<file path="config.mk">
export PLATFORM = sky130hd
export DESIGN_NAME = tlv_channel_deframer
export DESIGN_NICKNAME = d
export VERILOG_FILES = /design/src/rtl/tdf_pkg.sv /design/src/rtl/tlv_channel_deframer.sv /design/src/rtl/tdf_framer.sv
export SDC_FILE = /design/constraint.sdc
export NUM_CORES = 1
export LEC_CHECK = 0
export ABC_AREA = 1
export ABC_CLOCK_PERIOD_IN_PS = 2000
export BUFFER_PORTS_ARGS = -buffer_cell sky130_fd_sc_hd__buf_2
export CORE_ASPECT_RATIO = 1.1
export CORE_UTILIZATION = 45
export DETAILED_ROUTE_END_ITERATION = 10
export HOLD_SLACK_MARGIN = 0.03
export PLACE_DENSITY_LB_ADDON = 0.15
export SYNTH_ARGS = -nofsm -noshare
export SYNTH_HDL_FRONTEND = slang
export SYNTH_SLANG_ARGS = --single-unit
</file>
<file path="constraint.sdc">
create_clock -name clk -period 2 [get_ports clk]
set_clock_uncertainty 0.05 [all_clocks]
set_input_delay 0.2 -clock clk [delete_from_list [all_inputs] [get_ports clk]]
set_output_delay 0.2 -clock clk [all_outputs]
set_load 0.005 [all_outputs]
</file>
<file path="src/rtl/tdf_pkg.sv">
// Shared types and constants of the TLV channel deframer.
// Used by tdf_framer and tlv_channel_deframer; depends on nothing.
`timescale 1ns / 1ps
`default_nettype none

package tdf_pkg;

	localparam int unsigned IdW    = 9;
	localparam int unsigned ByteW  = 8;
	localparam int unsigned CountW = 9;
	localparam int unsigned RegIdxW = 2;

	localparam logic [IdW-1:0]    PASS_ALL = 9'h1FF;
	localparam logic [CountW-1:0] FULL_LEN = 9'd256;

	localparam logic [RegIdxW-1:0] REG_AUDIO_ID = 2'd0;
	localparam logic [RegIdxW-1:0] REG_META_ID  = 2'd1;

	typedef enum logic [1:0] {
		PH_ID   = 2'd0,
		PH_LEN  = 2'd1,
		PH_DATA = 2'd2
	} phase_t;

	typedef struct packed {
		logic             hit;
		logic [ByteW-1:0] data;
		logic             audio;
		logic             meta;
		logic             last;
	} res_t;

endpackage

`default_nettype wire

</file>
<file path="src/rtl/tlv_channel_deframer.sv">
// Top level of the TLV channel deframer: configuration registers and result register.
// Depends on tdf_pkg and instantiates tdf_framer.
//
// The input channel (in_valid, in_ready, in_byte) takes one raw stream byte per item.
// Each record is an id byte, a length byte (0 stands for 256) and its payload.
// A payload byte whose record id matches audio_id or meta_id comes out on the
// output channel (out_valid, out_ready) with to_audio, to_meta and record_end.
// Header bytes and bytes of unmatched records give no item. While audio_id
// holds -1 every byte passes through as audio and the framer state is held.
// The configuration channel (cfg_valid, cfg_ready, cfg_index, cfg_data) is always
// ready; index 0 is audio_id, index 1 is meta_id, other indexes are ignored.
// A result item appears in the cycle after its byte is accepted, and one byte
// is accepted every cycle while in_ready is high; the single result register holds it.
// When the receiver stalls, in_ready stays high only while the result register
// is empty or being drained in the same cycle.
// Reset sets both ids to -1 (passthrough) and the framer to expect an id byte.
`timescale 1ns / 1ps
`default_nettype none

module tlv_channel_deframer (
	input  wire logic                              clk,
	input  wire logic                              arst_n,
	input  wire logic                              in_valid,
	output      logic                              in_ready,
	input  wire logic [tdf_pkg::ByteW-1:0]         in_byte,
	output      logic                              out_valid,
	input  wire logic                              out_ready,
	output      logic [tdf_pkg::ByteW-1:0]         out_byte,
	output      logic                              to_audio,
	output      logic                              to_meta,
	output      logic                              record_end,
	input  wire logic                              cfg_valid,
	output      logic                              cfg_ready,
	input  wire logic [tdf_pkg::RegIdxW-1:0]       cfg_index,
	input  wire logic signed [tdf_pkg::IdW-1:0]    cfg_data
);
	import tdf_pkg::*;

	logic signed [IdW-1:0] audio_id_q;
	logic signed [IdW-1:0] meta_id_q;
	logic                  accept;
	logic                  out_valid_q;
	res_t                  res;
	res_t                  res_q;

	assign cfg_ready = 1'b1;
	assign in_ready  = !out_valid_q || out_ready;
	assign accept    = in_valid && in_ready;

	always_ff @(posedge clk or negedge arst_n) begin
		if (!arst_n) begin
			audio_id_q <= PASS_ALL;
			meta_id_q  <= PASS_ALL;
		end else if (cfg_valid && cfg_ready) begin
			case (cfg_index)
				REG_AUDIO_ID: audio_id_q <= cfg_data;
				REG_META_ID:  meta_id_q  <= cfg_data;
				default: begin
				end
			endcase
		end
	end

	tdf_framer u_framer (
		.clk      (clk),
		.arst_n   (arst_n),
		.accept   (accept),
		.in_byte  (in_byte),
		.audio_id (audio_id_q),
		.meta_id  (meta_id_q),
		.res      (res)
	);

	always_ff @(posedge clk or negedge arst_n) begin
		if (!arst_n) begin
			out_valid_q <= 1'b0;
		end else if (in_ready) begin
			out_valid_q <= in_valid && res.hit;
		end
	end

	always_ff @(posedge clk) begin
		if (accept) begin
			res_q <= res;
		end
	end

	assign out_valid  = out_valid_q;
	assign out_byte   = res_q.data;
	assign to_audio   = res_q.audio;
	assign to_meta    = res_q.meta;
	assign record_end = res_q.last;

endmodule

`default_nettype wire

</file>
<file path="src/rtl/tdf_framer.sv">
// Record framer: tracks id, length and payload phases and classifies each item.
// Depends on tdf_pkg for the phase type, the result struct and constants.
`timescale 1ns / 1ps
`default_nettype none

module tdf_framer (
	input  wire logic                        clk,
	input  wire logic                        arst_n,
	input  wire logic                        accept,
	input  wire logic [tdf_pkg::ByteW-1:0]   in_byte,
	input  wire logic signed [tdf_pkg::IdW-1:0] audio_id,
	input  wire logic signed [tdf_pkg::IdW-1:0] meta_id,
	output tdf_pkg::res_t                    res
);
	import tdf_pkg::*;

	phase_t             phase_q, phase_d;
	logic [ByteW-1:0]   record_id_q, record_id_d;
	logic [CountW-1:0]  bytes_left_q, bytes_left_d;
	logic               pass;
	logic               last;
	logic               is_audio;
	logic               is_meta;

	assign pass     = (audio_id == PASS_ALL);
	assign last     = (bytes_left_q <= 9'd1);
	assign is_audio = (audio_id == {1'b0, record_id_q});
	assign is_meta  = (meta_id == {1'b0, record_id_q});

	always_comb begin
		phase_d      = phase_q;
		record_id_d  = record_id_q;
		bytes_left_d = bytes_left_q;
		if (accept && !pass) begin
			case (phase_q)
				PH_LEN: begin
					phase_d      = PH_DATA;
					bytes_left_d = (in_byte == 8'd0) ? FULL_LEN : {1'b0, in_byte};
				end
				PH_DATA: begin
					if (last) begin
						phase_d      = PH_ID;
						bytes_left_d = '0;
					end else begin
						bytes_left_d = bytes_left_q - 9'd1;
					end
				end
				default: begin
					phase_d     = PH_LEN;
					record_id_d = in_byte;
				end
			endcase
		end
	end

	always_comb begin
		res.data  = in_byte;
		res.hit   = 1'b0;
		res.audio = 1'b0;
		res.meta  = 1'b0;
		res.last  = 1'b0;
		if (pass) begin
			res.hit   = 1'b1;
			res.audio = 1'b1;
		end else begin
			case (phase_q)
				PH_DATA: begin
					res.hit   = is_audio || is_meta;
					res.audio = is_audio;
					res.meta  = is_meta;
					res.last  = last;
				end
				default: begin
					res.hit = 1'b0;
				end
			endcase
		end
	end

	always_ff @(posedge clk or negedge arst_n) begin
		if (!arst_n) begin
			phase_q      <= PH_ID;
			record_id_q  <= '0;
			bytes_left_q <= '0;
		end else begin
			phase_q      <= phase_d;
			record_id_q  <= record_id_d;
			bytes_left_q <= bytes_left_d;
		end
	end

endmodule

`default_nettype wire
</file>
==> results.cfg <==
[outcome]
status = finished, final reports clean

[floorplanning]
start_util = 0.469
fp-row-count = 29
die_w_um = 75.9
ios = 38
core-area_um2 = 5770
die-area_um2 = 6330
die_h_um = 83.3

[placed_design]
numPortBuffers = 36
dpl.cell_count = 436
dp_hpwl_mm = 4.11
place_congestion = 0.833

[drt]
postRouteAntennaNets = 0
vias_per_cell = 4.63
drc = 0
drt_iter0_markers = 82
wl_per_cell_um = 12.1
first_pass_iters = 4
dr_total_vias = 2080
totalWireLength_mm = 5.44

[worst_setup_path]
crit_required_ns = 2.11
cp_data_arrival_time_ns = 1.86
r2r_cells = 8
worst-path-buf-inv = 1
worstSetupEndpointType = register
max_stage_delay_ns = 0.46
worstPathMaxFanout = 14
critPathSlowestCell = ha_1
worstPathCellList = inv_1 > ha_1 > nand2_1 > nor2_1 > nand2_1 > nor2_1 > nand3_1 > a21oi_1
path_delay_family = simple AND/OR/NAND/NOR gates
crit_cells = 8
crit_type = register to register
crit_path_start_kind = register

[clocking]
clock_latency_ns = 0.31
cts_tree = done
cts_setup_buffers = 0
cts_made_buffers = 5
clk_pin_slew_worst_paths_ns = 0.10
root_buffer = clkbuf_8
clock_sinks = 49
htreeDepth = 2
clk_path_buf_depth = 2
post_cts_resized = 0

[synth]
synthArstFlopShare = 0.776
synth_mux_area_frac = 0
syn_nets = 354
netlist_area_um2 = 2710
synth.ff_latch_count = 49
yosys.area_share.simple = 0.276
synth-edff-count = 11
synth_compound_area_frac = 0.0883
seq_area_frac_synth = 0.482
syn-instance-count = 326
synth_top_flop_cell = dfrtp_1
ys_types = 34
synth_top_family_by_area = simple AND/OR/NAND/NOR gates
synth_xor_area_frac = 0.0356
synth_fa_ha_area_frac = 0.0185
syn_avg_cell_area_um2 = 8.30
ys_warn_count = 0

[sta]
fmax_mhz = 571
period_needed_ns = 1.75
maxSlewHeadroom = 0.605
hold_slack_ns = 0.0457
slew_violations = 0
rsz0062_at_grt = no
final-setup-viol-count = 0
period_share = 0.875
hold_viol = 0
fin_setup_tns_ns = 0
worstMarginPinSlew_ns = 0.591

[global_route]
antenna_found_initial = 0
gr-total-overflow = 0
grtUsageTotal = 0.192
grt_max_degree = 24
grt_pass1_vias = 2037
grt_pass1_wl_mm = 9.56

[final_layout]
instances_no_fill = 449
fillers = 562
syn_to_final_growth_pct = 14.1
final_cell_mix = 93 x nand2_1, 53 x inv_1, 36 x buf_2, 32 x nor2_1, 20 x dfrtp_1
antenna_cells = 0
postLayoutCoreUtil = 0.535
layout_commonest_cell = nand2_1
layout-drive-gt1-share = 0.263
nNetsFinal = 399

[pwr]
max-vdd-ir-drop_v = 0.000468
powerDensity_nw_per_um2 = 1150
cellLeakagePower_nw = 1.56
power_mw = 3.53

[hold_path]
holdPathStages = 1
hp-class = primary input to register

[job]
drv_cap = 0
report_power, final:
| part | switching (mW) | total, mW | internal (mW) |
|---|---|---|---|
| Combinational | 0.783 | 1.33 | 0.545 |
| Sequential | 0.269 | 1.60 | 1.33 |
| Clock | 0.347 | 0.609 | 0.262 |
| Total | 1.40 | 3.53 | 2.13 |
worst paths after layout:
check / slack [ns] / end / startpoint
setup / recovery: 0.25 / to_meta / u_framer.phase_q[0]
setup reg to reg: 0.25 / to_meta / u_framer.phase_q[0]
max in group asynchronous: 0.97 / meta_id_q[7] / arst_n
hold / removal: 0.05 / out_byte[5] / in_byte[5]
min in group asynchronous: 0.32 / u_framer.record_id_q[0] / arst_n
hold reg to reg: 0.46 / meta_id_q[5] / meta_id_q[5]
cell families (layout without fill, tap and decap cells):
family	count (synthesis)	count (layout)
buffers and inverters	61	107
AOI/OAI and AO/OA	36	36
adders and majority gates	4	4
and+or+nand+nor	164	164
DFF	49	49
xor gates and xnor gates	11	11
other	1	1
worst reg2reg max path, delay by kind of cell, from the launching register on:
family / cells / cell delay, ns
AOI/OAI and AO/OA: 1 / 0.13
and+or+nand+nor: 5 / 0.47
DFF: 1 / 0.42
adders and majority gates: 1 / 0.46
buffers and inverters: 1 / 0.07
per-stage QoR:
step           cell area, um2  setup slack [ns]
2_1_floorplan            2710             0.403
3_3_place_gp             2950             0.381
3_5_place_dp             2950             0.300
4_1_cts                  3080             0.250
5_1_grt                  3090            0.0766
6_report                 3090             0.250
Yosys cell counts, types with 3 or more instances:
cell      instances  area, um2
a21boi_2          6       67.6
a21oi_1           3       15.0
clkbuf_1          3       11.3
dfrtp_1          20        500
dfstp_2          18        473
edfxtp_1         11        330
ha_1              4       50.1
inv_1            53        199
nand2_1          93        349
nand2_2           5       31.3
nand3_1           8       40.0
nand4_1           5       31.3
nor2_1           32        120
nor2_2            9       56.3
o21ai_0          18       90.1
o21ai_1           6       30.0
xnor2_1           3       26.3
xor2_1            8       70.1
layout make-up:
type,count,area [um2],share of cell area
repair buffers,44,253,0.0819
flip-flops and latches,49,1300,0.423
inverters,55,206,0.0669
multi-input cells,216,1140,0.368
clock buffers,6,76.3,0.0247
clock inverters,2,13.8,0.00446
well taps,77,96.3,0.0312
per-layer routing:
layer,share of wire,wire (um),GRT usage,up-vias
met3,0.030,162,0.0363,11
met1,0.50,2740,0.258,943
met4,0.019,106,0.0804,0
met2,0.45,2430,0.304,39
met5,0,0,0,-
li1,-,-,-,1087
state kept, by name, indices dropped and copies added, names as in the netlist:
signal / cells
audio_id_q: 9
meta_id_q: 9
u_framer.bytes_left_q: 9
out_byte: 8
u_framer.record_id_q: 8
u_framer.phase_q: 2
out_valid: 1
record_end: 1
to_audio: 1
to_meta: 1
repair_timing:
item	4_1_cts	5_1_grt
hold buffers	4	1
endpoints found under the hold margin	7	1
endpoints found under the setup margin	0	0
No activity file was read; power rests on OpenSTA's default activity.
